## src/rtl/core/pi_current_loop_with_modes_top_defines.svh

```systemverilog
// ----------------------------------------------------------------------------
// PI current loop assertion macros
// Shared concurrent assertion forms, clocked on clk and reset by rst_n.
// ----------------------------------------------------------------------------
`ifndef PI_CURRENT_LOOP_WITH_MODES_TOP_DEFINES_SVH
`define PI_CURRENT_LOOP_WITH_MODES_TOP_DEFINES_SVH

// same-cycle implication
`define PICL_ASSERT_NOW(label, ante, cons, msg) \
  label: assert property (@(posedge clk) disable iff (!rst_n) (ante) |-> (cons)) \
    else $error(msg);

// next-cycle implication
`define PICL_ASSERT_NEXT(label, ante, cons, msg) \
  label: assert property (@(posedge clk) disable iff (!rst_n) (ante) |=> (cons)) \
    else $error(msg);

`endif

```

## src/rtl/core/picl_pkg.sv

```systemverilog
// ----------------------------------------------------------------------------
// PI current loop package
// Widths, command and register codes, and the per-word stage tag.
// ----------------------------------------------------------------------------
package picl_pkg;

  localparam int TEST_POINTS    = 100;
  localparam int GAIN_FRAC_BITS = 8;

  localparam int CMD_W   = 2;
  localparam int CUR_W   = 13;
  localparam int PCT_W   = 7;
  localparam int GAIN_W  = 16;
  localparam int DUTY_W  = 16;
  localparam int AMP_W   = 12;
  localparam int STEP_W  = 7;
  localparam int CFG_IDX_W = 2;
  localparam int CFG_DAT_W = 16;

  localparam int E_W     = CUR_W + 1;
  localparam int SUM_W   = 32;
  localparam int SUMX_W  = SUM_W + 1;
  localparam int P_W     = GAIN_W + 1 + E_W;
  localparam int Q_W     = GAIN_W + 1 + SUM_W;
  localparam int MAG_W   = Q_W - 1;
  localparam int SH_W    = MAG_W - GAIN_FRAC_BITS;
  localparam int OPEN_W  = 12;

  localparam logic [OPEN_W-1:0] OPEN_LOOP_SCALE = OPEN_W'(24);
  localparam logic [STEP_W-1:0] TEST_END = STEP_W'(TEST_POINTS - 1);

  localparam logic [STEP_W-1:0] WAVE_A_LO = STEP_W'(0);
  localparam logic [STEP_W-1:0] WAVE_A_HI = STEP_W'(25);
  localparam logic [STEP_W-1:0] WAVE_B_LO = STEP_W'(50);
  localparam logic [STEP_W-1:0] WAVE_B_HI = STEP_W'(75);

  localparam logic signed [SUM_W-1:0] SUM_MAX = {1'b0, {(SUM_W-1){1'b1}}};
  localparam logic signed [SUM_W-1:0] SUM_MIN = {1'b1, {(SUM_W-1){1'b0}}};

  localparam logic [CMD_W-1:0] CMD_IDLE   = 2'd0;
  localparam logic [CMD_W-1:0] CMD_OPEN   = 2'd1;
  localparam logic [CMD_W-1:0] CMD_TEST   = 2'd2;
  localparam logic [CMD_W-1:0] CMD_CLOSED = 2'd3;

  localparam logic [CFG_IDX_W-1:0] CFG_PROP_GAIN  = 2'd0;
  localparam logic [CFG_IDX_W-1:0] CFG_INTEG_GAIN = 2'd1;
  localparam logic [CFG_IDX_W-1:0] CFG_DUTY_MAX   = 2'd2;
  localparam logic [CFG_IDX_W-1:0] CFG_WAVE_AMP   = 2'd3;

  localparam logic [GAIN_W-1:0] PROP_GAIN_RST  = '0;
  localparam logic [GAIN_W-1:0] INTEG_GAIN_RST = '0;
  localparam logic [DUTY_W-1:0] DUTY_MAX_RST   = DUTY_W'(2400);
  localparam logic [AMP_W-1:0]  WAVE_AMP_RST   = AMP_W'(200);

  typedef struct packed {
    logic              done;
    logic [STEP_W-1:0] sidx;
    logic              svalid;
    logic              dir;
    logic [OPEN_W-1:0] open_duty;
  } tag_t;

endpackage

```

## src/rtl/core/pi_current_loop_with_modes_top.sv

```systemverilog
// ----------------------------------------------------------------------------
// PI current loop with modes
// Idle, open-loop, square-wave test and closed-loop PI current control,
// one word per control tick, in a four-register pipeline.
// ----------------------------------------------------------------------------
//
//   channel  dir  handshake            payload
//   in       in   in_valid/in_ready    command, measured, reference, percent
//   out      out  out_valid/out_ready  duty, direction, done, index, valid
//   cfg      in   cfg_we               cfg_index, cfg_wdata
//
// One word per cycle sustained unless out_ready stalls; words pass stages 0, 1, 2, out.
// Integrator, test counter and direction update in the first stage, so the
// next word sees them at once. Each stage holds while its successor is full
// and stalled; bubbles collapse. Reset is synchronous, with no clearing pass.
//
`include "pi_current_loop_with_modes_top_defines.svh"

module pi_current_loop_with_modes_top (
  input  logic                                  clk,
  input  logic                                  rst_n,
  input  logic                                  in_valid,
  output logic                                  in_ready,
  input  logic [picl_pkg::CMD_W-1:0]            in_command,
  input  logic signed [picl_pkg::CUR_W-1:0]     in_measured_current,
  input  logic signed [picl_pkg::CUR_W-1:0]     in_reference_current,
  input  logic [picl_pkg::PCT_W-1:0]            in_pwm_percent,
  output logic                                  out_valid,
  input  logic                                  out_ready,
  output logic [picl_pkg::DUTY_W-1:0]           out_duty_count,
  output logic                                  out_direction,
  output logic                                  out_test_done,
  output logic [picl_pkg::STEP_W-1:0]           out_sample_index,
  output logic                                  out_sample_valid,
  input  logic                                  cfg_we,
  input  logic [picl_pkg::CFG_IDX_W-1:0]        cfg_index,
  input  logic [picl_pkg::CFG_DAT_W-1:0]        cfg_wdata
);

  logic [picl_pkg::GAIN_W-1:0] prop_gain_r;
  logic [picl_pkg::GAIN_W-1:0] integ_gain_r;
  logic [picl_pkg::DUTY_W-1:0] duty_max_r;
  logic [picl_pkg::AMP_W-1:0]  wave_amp_r;

  logic signed [picl_pkg::SUM_W-1:0] error_sum_r;
  logic [picl_pkg::STEP_W-1:0]       test_step_r;
  logic                              dir_latch_r;

  logic                               v0_r, v1_r, v2_r, out_valid_r;
  logic                               rdy1, rdy2, rdy3, mv01;
  logic [picl_pkg::CMD_W-1:0]         cmd0_r;
  logic signed [picl_pkg::CUR_W-1:0]  meas0_r;
  logic signed [picl_pkg::CUR_W-1:0]  ref0_r;
  logic [picl_pkg::PCT_W-1:0]         pct0_r;

  logic signed [picl_pkg::E_W-1:0]    e1_r;
  logic signed [picl_pkg::SUM_W-1:0]  sum1_r;
  picl_pkg::tag_t                     tag1_r;

  logic signed [picl_pkg::P_W-1:0]    p2_r;
  logic signed [picl_pkg::Q_W-1:0]    q2_r;
  picl_pkg::tag_t                     tag2_r;

  logic [picl_pkg::DUTY_W-1:0]        duty_r;
  logic                               dir_r, done_r, svalid_r;
  logic [picl_pkg::STEP_W-1:0]        sidx_r;

  // stage 0 to 1
  logic [picl_pkg::STEP_W-1:0]        step_inc;
  logic                               test_end, run_pi, is_test;
  logic signed [picl_pkg::CUR_W-1:0]  amp_s, wave, pi_ref;
  logic signed [picl_pkg::E_W-1:0]    e_nxt;
  logic signed [picl_pkg::SUMX_W-1:0] sum_wide;
  logic signed [picl_pkg::SUM_W-1:0]  sum_nxt;
  logic                               dir_nxt;
  logic [picl_pkg::STEP_W-1:0]        step_nxt;
  picl_pkg::tag_t                     tag_nxt;

  // stage 1 to 2
  logic signed [picl_pkg::P_W-1:0]    p_nxt;
  logic signed [picl_pkg::Q_W-1:0]    q_nxt;

  // stage 2 to out
  logic signed [picl_pkg::Q_W-1:0]    acc;
  logic [picl_pkg::MAG_W-1:0]         mag;
  logic [picl_pkg::SH_W-1:0]          mag_sh;
  logic [picl_pkg::DUTY_W-1:0]        pi_duty, duty_nxt;

  assign rdy3     = !out_valid_r || out_ready;
  assign rdy2     = !v2_r || rdy3;
  assign rdy1     = !v1_r || rdy2;
  assign in_ready = !v0_r || rdy1;
  assign mv01     = v0_r && rdy1;

  always_comb begin
    is_test  = (cmd0_r == picl_pkg::CMD_TEST);
    step_inc = test_step_r + picl_pkg::STEP_W'(1);
    test_end = (step_inc >= picl_pkg::TEST_END);
    amp_s    = $signed({1'b0, wave_amp_r});
    if (step_inc inside {[picl_pkg::WAVE_A_LO:picl_pkg::WAVE_A_HI],
                         [picl_pkg::WAVE_B_LO:picl_pkg::WAVE_B_HI]}) begin
      wave = amp_s;
    end else begin
      wave = -amp_s;
    end
    pi_ref   = is_test ? wave : ref0_r;
    run_pi   = (cmd0_r == picl_pkg::CMD_CLOSED) || (is_test && !test_end);
    e_nxt    = picl_pkg::E_W'(pi_ref) - picl_pkg::E_W'(meas0_r);
    sum_wide = picl_pkg::SUMX_W'(error_sum_r) + picl_pkg::SUMX_W'(e_nxt);
    if (sum_wide[picl_pkg::SUMX_W-1] != sum_wide[picl_pkg::SUM_W-1]) begin
      sum_nxt = sum_wide[picl_pkg::SUMX_W-1] ? picl_pkg::SUM_MIN : picl_pkg::SUM_MAX;
    end else begin
      sum_nxt = sum_wide[picl_pkg::SUM_W-1:0];
    end
    dir_nxt = dir_latch_r;
    if (run_pi && pi_ref != '0) begin
      dir_nxt = pi_ref[picl_pkg::CUR_W-1];
    end
    step_nxt = test_step_r;
    if (is_test) begin
      step_nxt = test_end ? '0 : step_inc;
    end
    tag_nxt.done      = is_test && test_end;
    tag_nxt.svalid    = run_pi;
    tag_nxt.dir       = dir_nxt;
    tag_nxt.sidx      = run_pi ? (is_test ? step_inc : test_step_r) : '0;
    tag_nxt.open_duty = '0;
    if (cmd0_r == picl_pkg::CMD_OPEN) begin
      tag_nxt.open_duty = picl_pkg::OPEN_W'(pct0_r) * picl_pkg::OPEN_LOOP_SCALE;
    end
  end

  always_comb begin
    p_nxt = picl_pkg::P_W'($signed({1'b0, prop_gain_r})) * picl_pkg::P_W'(e1_r);
    q_nxt = picl_pkg::Q_W'($signed({1'b0, integ_gain_r})) * picl_pkg::Q_W'(sum1_r);
  end

  always_comb begin
    acc = picl_pkg::Q_W'(p2_r) + q2_r;
    if (acc[picl_pkg::Q_W-1]) begin
      mag = picl_pkg::MAG_W'(-acc);
    end else begin
      mag = picl_pkg::MAG_W'(acc);
    end
    mag_sh = mag[picl_pkg::MAG_W-1:picl_pkg::GAIN_FRAC_BITS];
    if (mag_sh >= picl_pkg::SH_W'(duty_max_r)) begin
      pi_duty = duty_max_r;
    end else begin
      pi_duty = mag_sh[picl_pkg::DUTY_W-1:0];
    end
    duty_nxt = tag2_r.svalid ? pi_duty : picl_pkg::DUTY_W'(tag2_r.open_duty);
  end

  always_ff @(posedge clk) begin
    if (!rst_n) begin
      prop_gain_r  <= picl_pkg::PROP_GAIN_RST;
      integ_gain_r <= picl_pkg::INTEG_GAIN_RST;
      duty_max_r   <= picl_pkg::DUTY_MAX_RST;
      wave_amp_r   <= picl_pkg::WAVE_AMP_RST;
    end else if (cfg_we) begin
      case (cfg_index)
        picl_pkg::CFG_PROP_GAIN:  prop_gain_r  <= cfg_wdata[picl_pkg::GAIN_W-1:0];
        picl_pkg::CFG_INTEG_GAIN: integ_gain_r <= cfg_wdata[picl_pkg::GAIN_W-1:0];
        picl_pkg::CFG_DUTY_MAX:   duty_max_r   <= cfg_wdata[picl_pkg::DUTY_W-1:0];
        picl_pkg::CFG_WAVE_AMP:   wave_amp_r   <= cfg_wdata[picl_pkg::AMP_W-1:0];
        default: ;
      endcase
    end
  end

  always_ff @(posedge clk) begin
    if (!rst_n) begin
      error_sum_r <= '0;
      test_step_r <= '0;
      dir_latch_r <= 1'b0;
    end else if (mv01) begin
      test_step_r <= step_nxt;
      dir_latch_r <= dir_nxt;
      if (run_pi) begin
        error_sum_r <= sum_nxt;
      end
    end
  end

  always_ff @(posedge clk) begin
    if (!rst_n) begin
      v0_r        <= 1'b0;
      v1_r        <= 1'b0;
      v2_r        <= 1'b0;
      out_valid_r <= 1'b0;
    end else begin
      if (in_ready) begin
        v0_r <= in_valid;
      end
      if (rdy1) begin
        v1_r <= v0_r;
      end
      if (rdy2) begin
        v2_r <= v1_r;
      end
      if (rdy3) begin
        out_valid_r <= v2_r;
      end
    end
  end

  always_ff @(posedge clk) begin
    if (in_ready && in_valid) begin
      cmd0_r  <= in_command;
      meas0_r <= in_measured_current;
      ref0_r  <= in_reference_current;
      pct0_r  <= in_pwm_percent;
    end
    if (mv01) begin
      e1_r   <= e_nxt;
      sum1_r <= sum_nxt;
      tag1_r <= tag_nxt;
    end
    if (v1_r && rdy2) begin
      p2_r   <= p_nxt;
      q2_r   <= q_nxt;
      tag2_r <= tag1_r;
    end
    if (v2_r && rdy3) begin
      duty_r   <= duty_nxt;
      dir_r    <= tag2_r.dir;
      done_r   <= tag2_r.done;
      sidx_r   <= tag2_r.sidx;
      svalid_r <= tag2_r.svalid;
    end
  end

  assign out_valid        = out_valid_r;
  assign out_duty_count   = duty_r;
  assign out_direction    = dir_r;
  assign out_test_done    = done_r;
  assign out_sample_index = sidx_r;
  assign out_sample_valid = svalid_r;

  `PICL_ASSERT_NEXT(a_accept_fills, in_valid && in_ready, v0_r, "accepted word not held")
  `PICL_ASSERT_NOW(a_step_range, 1'b1, test_step_r < picl_pkg::TEST_END,
                   "test counter past end")
  `PICL_ASSERT_NOW(a_done_quiet, out_valid && out_test_done,
                   out_duty_count == '0 && !out_sample_valid, "done word not quiet")
  `PICL_ASSERT_NOW(a_duty_clamp, out_valid && out_sample_valid,
                   out_duty_count <= duty_max_r, "PI duty above clamp")

endmodule

```

## config.mk

```make
export PLATFORM = sky130hd
export DESIGN_NAME = pi_current_loop_with_modes_top
export DESIGN_NICKNAME = d
export VERILOG_FILES = /design/src/rtl/core/picl_pkg.sv /design/src/rtl/core/pi_current_loop_with_modes_top.sv
export VERILOG_INCLUDE_DIRS = /design/src /design/src/rtl/core
export SDC_FILE = /design/constraint.sdc
export NUM_CORES = 2
export LEC_CHECK = 0
export ABC_CLOCK_PERIOD_IN_PS = 9600
export BUFFER_PORTS_ARGS = -buffer_cell sky130_fd_sc_hd__buf_2
export CAP_MARGIN = 5
export CORE_MARGIN = 2
export CORE_UTILIZATION = 33
export DETAILED_ROUTE_END_ITERATION = 7
export PLACE_DENSITY_LB_ADDON = 0.2
export SLEW_MARGIN = 0
export SYNTH_ARGS = -nofsm -noshare
export SYNTH_HDL_FRONTEND = slang
export SYNTH_SLANG_ARGS = --single-unit
```

## constraint.sdc

```tcl
create_clock -name clk -period 9.6 [get_ports clk]
set_clock_uncertainty 0.05 [all_clocks]
set_input_delay 0.96 -clock clk [delete_from_list [all_inputs] [get_ports clk]]
set_output_delay 0.96 -clock clk [all_outputs]
set_load 0.05 [all_outputs]
```

==> parameters.txt <==
Parameter                              Value

Power
  Leakage component of the power ... 21.1 nW
  Portion of total power attributed to sequential cells ... 0.312
  Total power of the final layout ... 6.09 mW
  Internal ... 3.64 mW
  Part of the power in the clock network ... 0.261
  Net Sw Frac ... 0.403
  Switching power of the nets ... 2.45 mW
  Proportion of power drawn by combinational gates ... 0.427
  Cell area power density ... 127 nW/µm²
  Worst voltage drop across the vdd grid ... 0.144 mV

Outcome
  Outcome ... completed

GRT
  Global-route wire length before repair ... ~200 mm
  Global-route usage over all layers ... 0.183
  Remaining global-route overflow ... 0
  Largest net degree at the start of global routing ... between 100 and 150
  Vias in the first global route ... 33500
  Antenna violations before repair ... 2

Synth
  Compound-gate portion of the synthesized area ... 0.104
  Xor-xnor portion of the synthesized cell area ... 0.0373
  Post-Syn Area ... 44200 µm²
  Count of yosys warnings during synthesis ... 0
  Portion of synthesized cell area occupied by the leading cell type ... 0.299
  Yosys cell types ... 98
  Synth Area in Simple Gates ... 0.168
  Number of synthesized register bits ... 329
  Yosys top cell by area ... fa_1
  Post-synthesis instance total ... 4739
  Post-synth net total ... 5807
  Primary flip-flop cell chosen by synthesis mapping ... edfxtp_1
  Seq/Total Area, Yosys ... 0.200
  Synthesized area divided by synthesized cell count ... 9.32 µm²
  Multiplexer fraction of the synthesized cell area ... 0.00371
  Main combinational cell family by area after synthesis ... adder cells
  Share of flip-flops with an asynchronous set or reset after synthesis ... 0
  Largest cells by area after synthesis ... fa_1 30%, edfxtp_1 15%, ha_1 9.9%
  Synthesized-area fraction occupied by adder cells ... 0.403
  Count of flip-flops with a built-in enable after synthesis ... ~230

Worst setup path
  Worst path slowest cell ... or4_1
  Top cell by count, worst path ... o21ai_0
  Worst-case register-to-register setup slack ... 0.82 ns
  Crit Path Category ... flop to flop
  Worst Path Required ... 10.09 ns
  Critical path capture point type ... flop
  Arrival @ worst endpoint ... about 9.3 ns
  Crit Path Max Fanout ... 17
  Buffers & Inverters on Critical Path ... 3
  Family of cells with the greatest summed delay on the critical path ... compound AO/OA/AOI/OAI gates
  Startpoint kind of the worst setup timing path ... flop
  Worst stage delay on the critical path ... 0.51 ns

Timing
  Share of the clock period used by the worst path after layout ... 0.915
  Setup violators final ... 0
  Maximum clock frequency ... 114 MHz
  Hold Fails Final Rpt ... 0
  Final Slew Violations ... 0
  Worst-case setup margin in the final layout ... just over 0.8 ns
  Slew at the pin closest to its max-slew limit ... 1.21 ns
  Final critical path time including I/O delays and setup ... 8.78 ns
  Relative max-transition margin ... 0.191

Detailed routing
  Post-detailed-route via-to-cell ratio ... 4.90
  Number of antenna-violating nets in the routed design ... 0
  Total wire length ... between 100 and 150 mm
  DR DRC count ... 0
  Mean routed wirelength per cell ... approximately 19 µm
  DRC marker count from the first detailed-route iteration ... roughly 1800
  Pre-Repair DR Iteration Count ... 7
  Via count ... 32100

Placement
  Post-Place Setup Slack ... 0.401 ns
  Instance count after placement with tap cells included ... around 6500
  Port Buffers ... between 80 and 90
  Global placer's final weighted congestion ... 0.845
  Dpl hpwl ... 97.0 mm

Cells and area
  Layout Nets ... 5812
  Fraction of layout instances using a drive strength above 1 ... 0.0599
  Number of standard cells in the final layout excluding fillers ... 6548
  Synth-to-layout area growth ... 8.83%

Floorplanning
  Floorplan die height ... 370 µm
  Die area ... 137000 µm²
  I/O pin count ... 86
  Rows ... 134
  Die width ... 370 µm
  Initial core utilization ... 0.332
  Placeable core region ... around 130000 µm²

Clocking
  Clock sink total ... 329
  Clock buffers created by TritonCTS ... 42
  Clock Root Buffer ... clkbuf_16
  Worst-Skew Late Latency ... 0.61 ns
  H-tree level count ... 2
  Clk pin slew, worst setup/hold paths ... 0.06 ns
  TritonCTS clock tree ... done
  Number of buffers on the longest clock path ... 3

Hold path
  Hold Crit Class ... flop to flop

Job
  Number of maximum-capacitance violations ... 0
power groups by stage:
stage          Clock, mW  Sequential (mW)  Combinational (mW)
6_report            1.59             1.90                2.60
3_3_place_gp           0             1.93                2.57
2_1_floorplan          0             1.78                1.93
5_1_grt             1.70             1.91                2.95
4_1_cts             1.64             1.90                2.61
3_5_place_dp           0             1.93                2.59
placed cells by master (no fill, tap or decap), drive strengths merged, types with 28 or more instances in the layout:
master | netlist | layout
dfxtp | 104 | 104
buf | 12 | 151
nand3 | 73 | 73
xnor2 | 119 | 119
a21boi | 67 | 67
o21a | 28 | 28
nand2b | 38 | 38
fa | 659 | 659
o21ai | 112 | 112
a21o | 73 | 73
nand2 | 690 | 690
nor2b | 38 | 38
o21bai | 28 | 28
xor2 | 68 | 68
ha | 351 | 351
and2 | 315 | 315
nor3 | 47 | 47
edfxtp | 225 | 225
nor2 | 167 | 167
clkbuf | 179 | 52
a21oi | 164 | 164
and3 | 37 | 37
inv | 783 | 787
sequential cells by signal (all words and copies together), names as in the netlist, 12 cells and up:
| signal | flops |
|---|---|
| duty_max_r | 16 |
| tag1_r | 19 |
| meas0_r | 13 |
| tag2_r | 19 |
| q2_r | 49 |
| p2_r | 31 |
| prop_gain_r | 16 |
| wave_amp_r | 12 |
| out_duty_count | 16 |
| ref0_r | 13 |
| e1_r | 14 |
| error_sum_r | 32 |
| sum1_r | 32 |
| integ_gain_r | 16 |
cell type report:
class | count | area (µm²)
fillers | 13700 | 85100
multi-input cells | 3436 | 31800
inverters | 784 | 2940
clock inverters | 26 | 293
repair buffers | 151 | 923
clock buffers | 52 | 1090
diodes | 2 | 5.00
flip-flops and latches | 329 | 8840
well taps | 1768 | 2210
path summary, 6_finish.rpt:
path                                                   from                           to  depth (start not counted)
worst max register to register  test_step_r[1]$_SDFFE_PN0P_  error_sum_r[3]$_SDFFE_PN0P_                         38
worst max-delay path            test_step_r[1]$_SDFFE_PN0P_  error_sum_r[3]$_SDFFE_PN0P_                         38
worst min-delay path               tag1_r[17]$_SDFFCE_PN0P_         tag2_r[17]$_DFFE_PP_                          0
worst min register to register     tag1_r[17]$_SDFFCE_PN0P_         tag2_r[17]$_DFFE_PP_                          0
Yosys cell counts (8+ instances only):
cell,number
inv_1,783
nand2_1,690
fa_1,659
ha_1,351
and2_1,314
edfxtp_1,225
clkbuf_1,179
nor2_1,165
a21oi_1,163
xnor2_1,119
o21ai_0,105
dfxtp_1,104
a21o_1,73
nand3_1,71
xor2_1,67
a21boi_0,66
nor3_1,47
nand2b_1,38
nor2b_1,38
and3_1,37
o21a_1,28
o21bai_1,28
a211oi_1,24
maj3_1,23
nand4_1,22
or3_1,20
o211ai_1,19
a31oi_1,18
o31ai_1,18
or2_2,16
and4_1,14
mux2i_1,13
nor4_1,12
o21ba_2,9
nor3b_1,8
cell families after synthesis:
group / count (synthesis)
and+or+nand+nor: 1525
adders and majority gates: 1033
buffers and inverters: 975
AOI/OAI and AO/OA: 674
DFF: 329
xor gates and xnor gates: 187
muxes: 16
per-stage QoR:
stage	setup TNS [ns]	area (µm²)	utilization	hold slack (ns)
after floorplan	0	44200	-	0.350
after global placement	0	46600	0.350	0.351
after detailed placement	0	46600	0.350	0.357
after CTS	0	48000	0.360	0.370
after global routing	-0.0243	48100	0.361	0.377
final	0	48100	0.361	0.368
what timing repair did:
action,CTS,global route
hold buffers,0,0
endpoints found under the setup margin,0,64
buffers inserted,0,2
gates resized for setup,0,10
routing by layer:
metal  vias up  wire length (µm)  track usage  share of wire
met1     16100             58600        0.258           0.48
met3        88              5260       0.0252          0.043
met4         2              1780       0.0311          0.015
met5         -                13            0        0.00011
met2       604             56800        0.303           0.46
li1      15300                 -            -              -
No activity file was read; power rests on OpenSTA's default activity.
